## config.mk

```make
export PLATFORM = sky130hd
export DESIGN_NAME = modular_division_fermat
export DESIGN_NICKNAME = d
export VERILOG_FILES = /design/src/mdf_pkg.sv /design/src/modular_division_fermat.sv
export SDC_FILE = /design/constraint.sdc
export NUM_CORES = 1
export LEC_CHECK = 0
export ABC_CLOCK_PERIOD_IN_PS = 8800
export BUFFER_PORTS_ARGS = -buffer_cell sky130_fd_sc_hd__buf_2
export CAP_MARGIN = 20
export CORE_MARGIN = 4
export CORE_UTILIZATION = 55
export DETAILED_ROUTE_END_ITERATION = 8
export GPL_ROUTABILITY_DRIVEN = 1
export HOLD_SLACK_MARGIN = 0.02
export PLACE_DENSITY = 0.77
export SYNTH_ARGS = -nofsm -noshare
export SYNTH_HDL_FRONTEND = slang
export SYNTH_SLANG_ARGS = --single-unit
```

## constraint.sdc

```tcl
create_clock -name clk -period 8.8 [get_ports clk]
set_input_delay 1.32 -clock clk [delete_from_list [all_inputs] [get_ports clk]]
set_output_delay 1.32 -clock clk [all_outputs]
set_load 0.005 [all_outputs]
```

## src/mdf_pkg.sv

```systemverilog
`default_nettype none
package mdf_pkg;
	localparam int MOD_WIDTH = 32;
	localparam int IN_WIDTH  = 64;
	localparam int CNT_W     = $clog2(IN_WIDTH);
	localparam int ECNT_W    = $clog2(MOD_WIDTH);
	localparam logic [MOD_WIDTH-1:0] P_MIN = MOD_WIDTH'(2);
	localparam logic [MOD_WIDTH-1:0] ONE   = MOD_WIDTH'(1);
endpackage
`default_nettype wire

```

## src/modular_division_fermat.sv

```systemverilog
`default_nettype none
// Computes (dividend / divisor) mod p, with the divisor inverted as divisor^(p-2).
// Hold start high while busy is low to hand over a beat. Each operand is reduced
// bit-serially, the divisor first and then the dividend, and a divisor that
// reduces to zero finishes there. Otherwise 32 exponent bits follow, each taking
// a setup step, a square and, for every set bit of p-2, a multiply. One final
// multiply then gives the quotient. All of this runs on one shared double-and-add
// modular unit that retires one bit per cycle. The result shows for one cycle with
// done high and must be captured then; there is no way to hold it. no_inverse flags
// a divisor that reduces to zero, with quotient 0. The modulus is taken only while
// idle with start low.
module modular_division_fermat (
	input  wire logic                          clk,
	input  wire logic                          arst_n,
	input  wire logic                          start,
	output logic                               busy,
	input  wire logic [mdf_pkg::IN_WIDTH-1:0]  dividend,
	input  wire logic [mdf_pkg::IN_WIDTH-1:0]  divisor,
	input  wire logic                          cfg_valid,
	output logic                               cfg_ready,
	input  wire logic [31:0]                   cfg_data,
	output logic                               done,
	output logic [31:0]                        quotient,
	output logic                               no_inverse
);
	import mdf_pkg::*;

	typedef enum logic [2:0] {
		S_IDLE, S_RED_B, S_RED_A, S_EXP, S_MUL_ACC, S_MUL_SQ, S_MUL_Q
	} state_t;

	state_t                 state_q;
	logic [MOD_WIDTH-1:0]   modulus_q;
	logic [IN_WIDTH-1:0]    sh_q;
	logic [IN_WIDTH-1:0]    dividend_q;
	logic [MOD_WIDTH-1:0]   r_q, mcand_q, sq_q, acc_q, a_q, e_q;
	logic [CNT_W-1:0]       cnt_q;
	logic [ECNT_W-1:0]      ecnt_q;
	logic                   done_q, noinv_q;
	logic [MOD_WIDTH-1:0]   quot_q;

	logic [MOD_WIDTH-1:0]   p;
	logic [MOD_WIDTH:0]     dbl, sum;
	logic [MOD_WIDTH-1:0]   dbl_red, addend, res;
	logic                   reducing, last_red, last_mul;

	assign p = (modulus_q < P_MIN) ? P_MIN : modulus_q;

	// Shared unit: res = (2*r + addend) mod p, both operands already below p.
	assign reducing = (state_q == S_RED_B) || (state_q == S_RED_A);
	assign addend   = reducing ? {{(MOD_WIDTH-1){1'b0}}, sh_q[IN_WIDTH-1]}
	                           : (sh_q[IN_WIDTH-1] ? mcand_q : '0);
	assign dbl      = {r_q, 1'b0};
	assign dbl_red  = (dbl >= {1'b0, p}) ? MOD_WIDTH'(dbl - {1'b0, p}) : dbl[MOD_WIDTH-1:0];
	assign sum      = {1'b0, dbl_red} + {1'b0, addend};
	assign res      = (sum >= {1'b0, p}) ? MOD_WIDTH'(sum - {1'b0, p}) : sum[MOD_WIDTH-1:0];

	assign last_red = (cnt_q == CNT_W'(IN_WIDTH-1));
	assign last_mul = (cnt_q == CNT_W'(MOD_WIDTH-1));

	always_ff @(posedge clk or negedge arst_n) begin
		if (!arst_n) begin
			state_q    <= S_IDLE;
			modulus_q  <= P_MIN;
			done_q     <= 1'b0;
			noinv_q    <= 1'b0;
			quot_q     <= '0;
			sh_q       <= '0;
			dividend_q <= '0;
			r_q        <= '0;
			mcand_q    <= '0;
			sq_q       <= '0;
			acc_q      <= '0;
			a_q        <= '0;
			e_q        <= '0;
			cnt_q      <= '0;
			ecnt_q     <= '0;
		end else begin
			done_q <= 1'b0;
			if (cfg_valid && cfg_ready) begin
				modulus_q <= cfg_data[MOD_WIDTH-1:0];
			end
			case (state_q)
				S_IDLE: begin
					if (start) begin
						sh_q       <= divisor;
						dividend_q <= dividend;
						r_q        <= '0;
						cnt_q      <= '0;
						state_q    <= S_RED_B;
					end
				end
				S_RED_B: begin
					r_q   <= res;
					sh_q  <= sh_q << 1;
					cnt_q <= cnt_q + CNT_W'(1);
					if (last_red) begin
						sq_q    <= res;
						r_q     <= '0;
						sh_q    <= dividend_q;
						cnt_q   <= '0;
						state_q <= S_RED_A;
					end
				end
				S_RED_A: begin
					r_q   <= res;
					sh_q  <= sh_q << 1;
					cnt_q <= cnt_q + CNT_W'(1);
					if (last_red) begin
						a_q <= res;
						if (sq_q == '0) begin
							quot_q  <= '0;
							noinv_q <= 1'b1;
							done_q  <= 1'b1;
							state_q <= S_IDLE;
						end else begin
							acc_q   <= ONE;
							e_q     <= p - P_MIN;
							ecnt_q  <= '0;
							state_q <= S_EXP;
						end
					end
				end
				S_EXP: begin
					r_q     <= '0;
					cnt_q   <= '0;
					mcand_q <= sq_q;
					if (e_q[0]) begin
						sh_q    <= {acc_q, {(IN_WIDTH-MOD_WIDTH){1'b0}}};
						state_q <= S_MUL_ACC;
					end else begin
						sh_q    <= {sq_q, {(IN_WIDTH-MOD_WIDTH){1'b0}}};
						state_q <= S_MUL_SQ;
					end
				end
				S_MUL_ACC: begin
					r_q   <= res;
					sh_q  <= sh_q << 1;
					cnt_q <= cnt_q + CNT_W'(1);
					if (last_mul) begin
						acc_q   <= res;
						r_q     <= '0;
						cnt_q   <= '0;
						sh_q    <= {sq_q, {(IN_WIDTH-MOD_WIDTH){1'b0}}};
						state_q <= S_MUL_SQ;
					end
				end
				S_MUL_SQ: begin
					r_q   <= res;
					sh_q  <= sh_q << 1;
					cnt_q <= cnt_q + CNT_W'(1);
					if (last_mul) begin
						sq_q   <= res;
						e_q    <= e_q >> 1;
						ecnt_q <= ecnt_q + ECNT_W'(1);
						if (ecnt_q == ECNT_W'(MOD_WIDTH-1)) begin
							r_q     <= '0;
							cnt_q   <= '0;
							mcand_q <= a_q;
							sh_q    <= {acc_q, {(IN_WIDTH-MOD_WIDTH){1'b0}}};
							state_q <= S_MUL_Q;
						end else begin
							state_q <= S_EXP;
						end
					end
				end
				S_MUL_Q: begin
					r_q   <= res;
					sh_q  <= sh_q << 1;
					cnt_q <= cnt_q + CNT_W'(1);
					if (last_mul) begin
						quot_q  <= res;
						noinv_q <= 1'b0;
						done_q  <= 1'b1;
						state_q <= S_IDLE;
					end
				end
				default: state_q <= S_IDLE;
			endcase
		end
	end

	assign busy       = (state_q != S_IDLE);
	// A new modulus must never land under a beat that is being taken or worked on.
	assign cfg_ready  = !busy && !start;
	assign done       = done_q;
	assign quotient   = 32'(quot_q);
	assign no_inverse = noinv_q;

	a_done_idle: assert property (@(posedge clk) disable iff (!arst_n)
		done |-> !busy) else $error("result beat while busy");
	a_done_pulse: assert property (@(posedge clk) disable iff (!arst_n)
		done |=> !done) else $error("result beat lasted more than one cycle");
	a_noinv_zero: assert property (@(posedge clk) disable iff (!arst_n)
		(done && no_inverse) |-> (quotient == '0)) else $error("nonzero quotient with no inverse");
	a_start_busy: assert property (@(posedge clk) disable iff (!arst_n)
		(start && !busy) |=> busy) else $error("accepted item did not start work");
endmodule
`default_nettype wire

```

# ---- Yosys cells after proc, flatten, opt, wreduce, memory -nomap -nowiden
# Cells that the tools add are included.
dict set report totals {
  reg_bits 400
  input_bits 164
  out_inout_bits 36
}
dict set report op_classes {
  addsub 6
  n_lt_le_gt_ge 3
  eq_ne 18
  mux 62
  reduce_logical 24
}
# cell n
set ops {}
lappend ops {{2-to-1 mux 32 bit} 21}
lappend ops {{2-to-1 mux 64 bit} 6}
lappend ops {{case mux 64 bit (6 select lines)} 1}
lappend ops {{case mux 32 bit (2 select lines)} 5}
lappend ops {{case mux 32 bit (6 select lines)} 1}
lappend ops {{greater-or-equal comparator 33 x 32 -> 1 bit} 2}
lappend ops {{subtractor 32 bit} 2}
lappend ops {{case mux 6 bit (6 select lines)} 1}
lappend ops {{adder 32 x 32 -> 33 bit} 1}
lappend ops {{logical NOT 32 bit} 1}
lappend ops {{< comparator 32 x 2 -> 1 bit (second input constant)} 1}
lappend ops {{subtractor 32 x 2 -> 32 bit (second input constant)} 1}
lappend ops {{2-to-1 mux 6 bit} 5}
lappend ops {{2-to-1 mux 3 bit} 7}
lappend ops {{case mux 3 bit (7 select lines)} 1}
lappend ops {{inequality test 2 bit (second input constant)} 8}
lappend ops {{2-to-1 mux 5 bit} 3}
lappend ops {{AND reduction 4 bit} 3}
lappend ops {{case mux 5 bit (2 select lines)} 1}
lappend ops {{nonzero test 2 bit} 5}
lappend ops {{equality test 3 bit (second input constant)} 3}
lappend ops {{2-to-1 mux 1 bit} 7}
lappend ops {{adder 6 x 1 -> 6 bit (second input constant)} 1}
lappend ops {{equality test 3 x 2 -> 1 bit (second input constant)} 2}
lappend ops {{other kinds (18)} 24}

# ---- Depth between registers and ports, before layout
# Gate-level depths: netlist of run 1.
dict set report depth {
  ltp_word 10
  depth_mapped 41
  mapped_depth_nobuf 35
}

# ---- Worst setup path before layout of run 1
# Ideal clock, no wire load.
dict set report synth_path {
  kind {register -> register}
  start {reg modulus_q[28]}
  end {reg r_q[29]}
  setup_time_ns 0.143
  t_arrival_ns 8.061
  setup_slack_ns 0.596
  stages_incl_launch_ff 39
  period_less_slack_ns 8.204
  path_cell_list {dfrtp_1 or3_4 or3_4 nor4_4 nor2_1 ha_1 nor2b_1 o21ai_0 nand2b_1 a221oi_2 a21oi_4 a31oi_2 o211ai_2 a31oi_1 buf_6 buf_4 nor2_1 ha_1 [3 not listed] a311o_1 o211ai_2 nand2b_1 a21oi_1 xnor2_1 ha_1 clkbuf_1 a21oi_1 o221ai_1 a21oi_1 o21ai_0 o21ba_2 o21ai_1 a211oi_4 buf_2 nor2_1 a31oi_1 o221ai_1}
}
dict set report synth_via {
  elab_chain_len 10
  word_cells_on_any_way 14
}
# item line
set synth_rtl {}
lappend synth_rtl {{start: declaration} modular_division_fermat.sv:33} ;# logic [MOD_WIDTH-1:0] modulus_q;
lappend synth_rtl {{start signal: assignment} modular_division_fermat.sv:81} ;# modulus_q <= cfg_data[MOD_WIDTH-1:0];
lappend synth_rtl {{< comparator 32 x 2 -> 1 bit} modular_division_fermat.sv:47} ;# assign p = (modulus_q < P_MIN) ? P_MIN : modulus_q;
lappend synth_rtl {{2-to-1 mux 32 bit *} modular_division_fermat.sv:47}
lappend synth_rtl {{subtractor 32 bit or greater-or-equal comparator 33 x 32 -> 1 bit (tied branches)} modular_division_fermat.sv:54} ;# assign dbl_red = (dbl >= {1'b0, p}) ? MOD_WIDTH'(dbl - {1'b0, p}) : dbl[MOD_WIDTH-1:0];
lappend synth_rtl {{2-to-1 mux 32 bit} modular_division_fermat.sv:54}
lappend synth_rtl {{adder 32 x 32 -> 33 bit} modular_division_fermat.sv:55} ;# assign sum = {1'b0, dbl_red} + {1'b0, addend};
lappend synth_rtl {{subtractor 32 bit or greater-or-equal comparator 33 x 32 -> 1 bit (tied branches)} modular_division_fermat.sv:56} ;# assign res = (sum >= {1'b0, p}) ? MOD_WIDTH'(sum - {1'b0, p}) : sum[MOD_WIDTH-1:0];
lappend synth_rtl {{2-to-1 mux 32 bit *} modular_division_fermat.sv:56}
lappend synth_rtl {{2-to-1 mux 32 bit} modular_division_fermat.sv:156} ;# if (ecnt_q == ECNT_W'(MOD_WIDTH-1)) begin
lappend synth_rtl {{2-to-1 mux 32 bit} modular_division_fermat.sv:152} ;# if (last_mul) begin
lappend synth_rtl {{case mux 32 bit (6 select lines) *} modular_division_fermat.sv:83} ;# case (state_q)
lappend synth_rtl {{end signal: assignment} modular_division_fermat.sv:94} ;# r_q <= res;
lappend synth_rtl {{end signal: assignment} modular_division_fermat.sv:149} ;# r_q <= res;
lappend synth_rtl {{end signal: assignment} modular_division_fermat.sv:168} ;# r_q <= res;
lappend synth_rtl {{end: declaration} modular_division_fermat.sv:36} ;# logic [MOD_WIDTH-1:0] r_q, mcand_q, sq_q, acc_q, a_q, e_q;
# Mark *: on every way between the ends. The rest lies on a longest branch, timed or not.
# A chain may end at the register's enable or synchronous reset.

# ---- Worst setup path in the final report of run 1
dict set report layout_path {
  start {reg modulus_q[3]}
  end {reg sq_q[8]}
}
dict set report layout_via {
  elab_chain_len 9
  word_cells_on_any_way 12
}
# item line
set layout_rtl {}
lappend layout_rtl {{< comparator 32 x 2 -> 1 bit} modular_division_fermat.sv:47}
lappend layout_rtl {{2-to-1 mux 32 bit *} modular_division_fermat.sv:47}
lappend layout_rtl {{subtractor 32 bit or greater-or-equal comparator 33 x 32 -> 1 bit (tied branches)} modular_division_fermat.sv:54}
lappend layout_rtl {{2-to-1 mux 32 bit} modular_division_fermat.sv:54}
lappend layout_rtl {{adder 32 x 32 -> 33 bit} modular_division_fermat.sv:55}
lappend layout_rtl {{subtractor 32 bit or greater-or-equal comparator 33 x 32 -> 1 bit (tied branches)} modular_division_fermat.sv:56}
lappend layout_rtl {{2-to-1 mux 32 bit *} modular_division_fermat.sv:56}
lappend layout_rtl {{2-to-1 mux 32 bit, on equally long branches} {modular_division_fermat.sv:152, modular_division_fermat.sv:97}}
lappend layout_rtl {{case mux 32 bit (2 select lines) *} modular_division_fermat.sv:83}
lappend layout_rtl {{end signal: assignment} modular_division_fermat.sv:98} ;# sq_q <= res;
lappend layout_rtl {{end signal: assignment} modular_division_fermat.sv:153} ;# sq_q <= res;
lappend layout_rtl {{end: declaration} modular_division_fermat.sv:36}
# Mark *: on every way between the ends. The rest lies on a longest branch, timed or not. The select of a mux whose other input is x is not followed.

==> results of run 1 <==
registers in the layout, indices dropped and copies added, names as in the netlist:
name	cells
a_q	32
acc_q	32
cnt_q	6
dividend_q	64
done	1
e_q	32
ecnt_q	5
mcand_q	32
modulus_q	32
no_inverse	1
quotient	32
r_q	32
sh_q	64
sq_q	32
state_q	3
area by class of cell:
cell class	count	area, um2	area share
Sequential cell	400	10000	0.369
Timing Repair Buffer	308	1930	0.0711
Multi-Input combinational cell	1929	12800	0.472
Clock buffer	62	1230	0.0452
Tap cell	539	674	0.0248
Clock inverter	14	239	0.00880
Inverter	68	255	0.00940
Antenna cell	2	5.00	0.000184
per-stage QoR:
step / cells / setup slack [ns]
after floorplan: 2545 / 0.596
after CTS: 3293 / 0.00880
after global placement: 3216 / -0.162
final: 3322 / 0.319
after detailed placement: 3216 / -0.219
after global routing: 3321 / -0.114
cell families after synthesis:
| group | count (synthesis) | synth area share |
|---|---|---|
| adder cells (fa/ha/maj) | 103 | 0.0563 |
| multiplexers | 152 | 0.0718 |
| flip-flops | 400 | 0.430 |
| XOR/XNOR | 105 | 0.0395 |
| AND/OR/NAND/NOR | 752 | 0.145 |
| buffers and inverters | 216 | 0.0361 |
| AO/OA/AOI/OAI | 817 | 0.221 |
synth_stat cells, drive strengths merged, types with 17 or more instances:
cell and instances:
a31oi 17, mux2 107, xnor2 73, a221o 67
clkbuf 122, a21oi 189, a21o 42, and2 41
nand2 368, nor4 19, nand4 20, nor2 169
ha 100, a221oi 34, buf 26, nor3 29
o21ai 333, nand3 30, mux2i 45, xor2 32
dfrtp 399, inv 68, nand2b 19
what timing repair did:
item                       4_1_cts  5_1_grt
setup endpoints to repair      115      160
pin swaps                        1       38
buffers inserted                 1       24
gates cloned                     0        2
gates resized for setup          5       76
tightest hold or removal path, cell delays in order, from the launching register on:
cell and delay, ns:
dfrtp_1 0.34, nand2_1 0.04, o21ai_0 0.06
routing by layer:
metal	track usage	part of all wire	wire length [um]	vias up
met2	0.435	0.43	30400	900
met3	0.0617	0.089	6240	119
li1	-	-	-	9586
met4	0.0790	0.026	1810	2
met1	0.445	0.45	31400	10000
met5	0	0.00019	13	-
worst paths after layout:
path / startpoint / end
hold reg to reg: mcand_q[31] / mcand_q[31]
max in group asynchronous: arst_n / dividend_q[12]
hold / removal: mcand_q[31] / mcand_q[31]
setup reg to reg: modulus_q[3] / sq_q[8]
min in group asynchronous: arst_n / e_q[30]
setup / recovery: modulus_q[3] / sq_q[8]
==> metrics, run 1 <==
Warnings, synthesis=0; number of enable flip-flop cells after synthesis=0; row cnt=75; sequential area share after synthesis=0.430; initial antenna violation count=3; Slowest cell on crit path=o311ai_4; vias in the first global route=~20,000; worst hold path class=flop to flop; Worst R2R Setup Slack=approximately 0.32 ns; DP HPWL=roughly 50 mm; synth unique cells=between 70 and 80; share of cells above drive strength 1=0.204; Syn Inst Count=between 2,000 and 3,000; post-route ant nets=0; asr flop ratio synth=1.00; clk_lat worst skew=~0.58 ns; Max Freq=~120 MHz; Inserted Clock Buffers=43; post-synthesis cell type with the largest combined area=dfrtp_1; GR Util All Layers=0.295; Post-Syn Nets=between 2,000 and 3,000; final hold vios=0; largest cells by area after synthesis=dfrtp_1, o21ai_0, nand2_1; clock skew=between 0.02 and 0.025 ns; First DRT Iteration DRCs=around 2,200; Rel. slew slack=0.281; worst hold margin=between 0.4 and 0.5 ns; crit path max fanout=12; required time worst endpoint=9.25 ns; Critical Path Source Type=flop; routed vias/inst=between 6 and 7; IO Pins=200; initial core utilization=0.556; Final #Nets=3,017; Final Critical Period=8.48 ns; GPL Wtd Cong=0.988; Hold Path Depth=2; DRC errors left=0; cell family with most CP delay=compound AO/OA/AOI/OAI gates; setup_tns=0 ns; drt wl/cell=around 21 um; Die X=214 um; Layout area overhead=16.7%; H-tree depth=2; first-pass GRT wire length=around 110 mm; instance count on the critical path=36; Placement Cell Area=25,100 um2; grt ovf=0; drt pass-1 iters=5; commonest non-fill, non-tap cell in the layout=dfrtp_1; CTS max path bufs=3; Worst Path Class, Setup=flop to flop; crit end category=flop; clock sink total=400; commonest non-fill, non-tap cells in the layout=dfrtp_1, nand2_1, o21ai_0; worst-margin pin slew=approximately 1.1 ns; CTS Root Cell=clkbuf_16; final core occ=0.649; DIE AREA=~46,000 um2; Avg Cell Area, Syn=9.15 um2; number of fill cells=~3,400; Yosys top cell area share=0.429; Port Buffers=approximately 200; pin count of the biggest net entering global routing=144; Total Routed Length=around 70 mm; Critical Path Max Stage Delay=~0.45 ns; clock slew at reported path FFs=approximately 0.06 ns; Design Area, Final=~27,000 um2; ys flop type=dfrtp_1; Hold Buf Count CTS=0; flops & latches, synth=400; Setup violations, final=0; status=completed; die height=between 200 and 250 um; CP bufs+invs=6; crit path DAT=a little under 9 ns; CTS tree=done; Final period util=0.964; Max Cap Violations=0; Most Frequent Cell on Critical Path=buf_4; Vias=~21,000; Slew Limit Fails=0; Post-Syn Area=approximately 23,000 um2; Core Box Area=between 40,000 and 50,000 um2; worst r2r path cells=36
Power of run 1 is not shown: default switching activity piles up to over one toggle a cycle in this logic, so the estimate is an artifact.
==> run 2: changes to the inputs <==
--- a/config.mk
+++ b/config.mk
@@ -13,7 +13,7 @@
 export DETAILED_ROUTE_END_ITERATION = 8
 export GPL_ROUTABILITY_DRIVEN = 1
 export HOLD_SLACK_MARGIN = 0.02
-export PLACE_DENSITY = 0.77
+export PLACE_DENSITY = 0.81
 export SYNTH_ARGS = -nofsm -noshare
 export SYNTH_HDL_FRONTEND = slang
 export SYNTH_SLANG_ARGS = --single-unit
==> metrics, run 2 (synthesized netlist as in run 1, its figures left out) <==
status=completed (unchanged); DRC errors left=0 (unchanged); Slowest cell on crit path=ha_1 (was o311ai_4); crit path max fanout=27 (was 12); crit path DAT=8.98 ns (was 8.93 ns); Worst R2R Setup Slack=0.27 ns (was 0.32 ns); GR Util All Layers=0.304 (was 0.295); Inserted Clock Buffers=43 (unchanged); Hold Buf Count CTS=0 (unchanged); Worst Path Class, Setup=flop to flop (unchanged); Multi-input gate area=12,700 um2 (was 12,800 um2); clock skew=0.0297 ns (was 0.0228 ns); cell family with most CP delay=compound AO/OA/AOI/OAI gates (unchanged); final hold vios=0 (unchanged); required time worst endpoint=9.26 ns (was 9.25 ns); number of fill cells=3,381 (was 3,372); First DRT Iteration DRCs=2,305 (was 2,226); H-tree depth=2 (unchanged); biggest regs=dividend_q: 64 flops, sh_q: 64 flops (unchanged); PnR worst setup slack=0.273 ns (was 0.319 ns); met2 wire len=31.3 mm (was 30.4 mm); metal1 wirelength=31.6 mm (was 31.4 mm); Reg area=10,000 um2 (unchanged); grt ovf=0 (unchanged); drt wl/cell=21.5 um (was 21.0 um); CTS Root Cell=clkbuf_16 (unchanged); Final Critical Period=8.53 ns (was 8.48 ns); initial core utilization=0.556 (unchanged); DR top layer=met5 (unchanged); Setup violations, final=0 (unchanged); commonest non-fill, non-tap cells in the layout=dfrtp_1, nand2_1, o21ai_0 (unchanged); die height=214 um (unchanged); Critical Path Max Stage Delay=0.42 ns (was 0.45 ns); drt pass-1 iters=5 (unchanged); CTS max path bufs=3 (unchanged); Max Freq=117 MHz (was 118 MHz); worst hold path class=flop to flop (unchanged); Core Box Area=41,900 um2 (unchanged); Slew Limit Fails=0 (unchanged); Final period util=0.969 (was 0.964); worst hold margin=0.470 ns (was 0.473 ns); commonest non-fill, non-tap cell in the layout=dfrtp_1 (unchanged); GPL Wtd Cong=0.965 (was 0.988); Rel. slew slack=0.253 (was 0.281); Final #Nets=3,008 (was 3,017); CTS tree=done (unchanged); Max Cap Violations=0 (unchanged); met3 wire len=6.71 mm (was 6.24 mm); clock slew at reported path FFs=0.06 ns (about the same); vias in the first global route=20,000 (was 19,700); share of cells above drive strength 1=0.196 (was 0.204); pin count of the biggest net entering global routing=110 (was 144); CP bufs+invs=5 (was 6); routed vias/inst=6.29 (was 6.21); Port Buffers=199 (unchanged); DP HPWL=50.5 mm (was 50.3 mm); DIE AREA=45,700 um2 (unchanged); post-route ant nets=0 (unchanged); Most Frequent Cell on Critical Path=o21ai_0 (was buf_4); Total Routed Length=71.3 mm (was 69.9 mm); clk_lat worst skew=0.59 ns (was 0.58 ns); worst-margin pin slew=1.11 ns (was 1.07 ns); first-pass GRT wire length=110 mm (was 107 mm); Die X=214 um (unchanged); initial antenna violation count=4 (was 3); Layout area overhead=15.6% (was 16.7%); crit end category=flop (unchanged); Critical Path Source Type=flop (unchanged); row cnt=75 (unchanged); IO Pins=200 (unchanged); clock sink total=400 (unchanged); Vias=20,800 (was 20,600); Setup WS pre-CTS=0.00389 ns (was -0.219 ns)
==> run 2: cell count changes in the layout (fill, tap and decap cells not counted), sizes merged <==
| cell | change |
|---|---|
| buf | -9 |
| bufinv | -3 |
| clkbuf | -7 |
| clkinv | +8 |
| clkinvlp | +4 |
==> run 2: what timing repair did <==
action,in CTS,in global routing
gates resized for setup,3,45
setup buffers,0,16
pin swaps,0,21
cloned,0,1
endpoints found under the setup margin,8,160
==> run 2: layout make-up <==
| cell class | instances | area share |
|---|---|---|
| clock buffers | 55 | 0.0443 |
| clock inverters | 23 | 0.00870 |
| repair buffers | 299 | 0.0681 |
| inverters | 68 | 0.00949 |
| diodes | 2 | 0.000186 |
| well taps | 539 | 0.0251 |
| multi-input cells | 1929 | 0.472 |
| flip-flops and latches | 400 | 0.372 |
==> run 2: worst paths after layout <==
path / to / from / depth (start not counted)
min reg2reg: mcand_q[4] / mcand_q[4] / 2
min: mcand_q[4] / mcand_q[4] / 2
max in group asynchronous: dividend_q[13] / arst_n / 2
min in group asynchronous: e_q[29] / arst_n / 1
max reg2reg: a_q[8] / modulus_q[23] / 38
max: a_q[8] / modulus_q[23] / 38
==> run 2: worst register-to-register path, delay by kind of cell, from the launching register on <==
| family | cells | cell delay, ns |
|---|---|---|
| DFF | 1 | 0.41 |
| buffers and inverters | 5 | 0.86 |
| muxes | 1 | 0.28 |
| adders and majority gates | 3 | 1.06 |
| xor gates and xnor gates | 1 | 0.33 |
| and+or+nand+nor | 8 | 2.07 |
| AOI/OAI and AO/OA | 20 | 3.38 |
==> run 2: layer usage <==
metal / global-route usage / vias up
met2: 0.458 / 1002
li1: - / 9579
met3: 0.0590 / 115
met4: 0.0708 / 4
met5: 0 / -
met1: 0.458 / 10100
==> run 2: stage by stage <==
stage	cell area (um2)	utilization	TNS [ns]	std cells
final	26900	0.643	0	3315
after global routing	26900	0.643	-8.40	3313
after global placement	25100	0.599	0	3217
after floorplan	23300	-	0	2545
after CTS	26500	0.634	0	3295
after detailed placement	25100	0.599	0	3217
Power of run 2 is left out for the same reason.
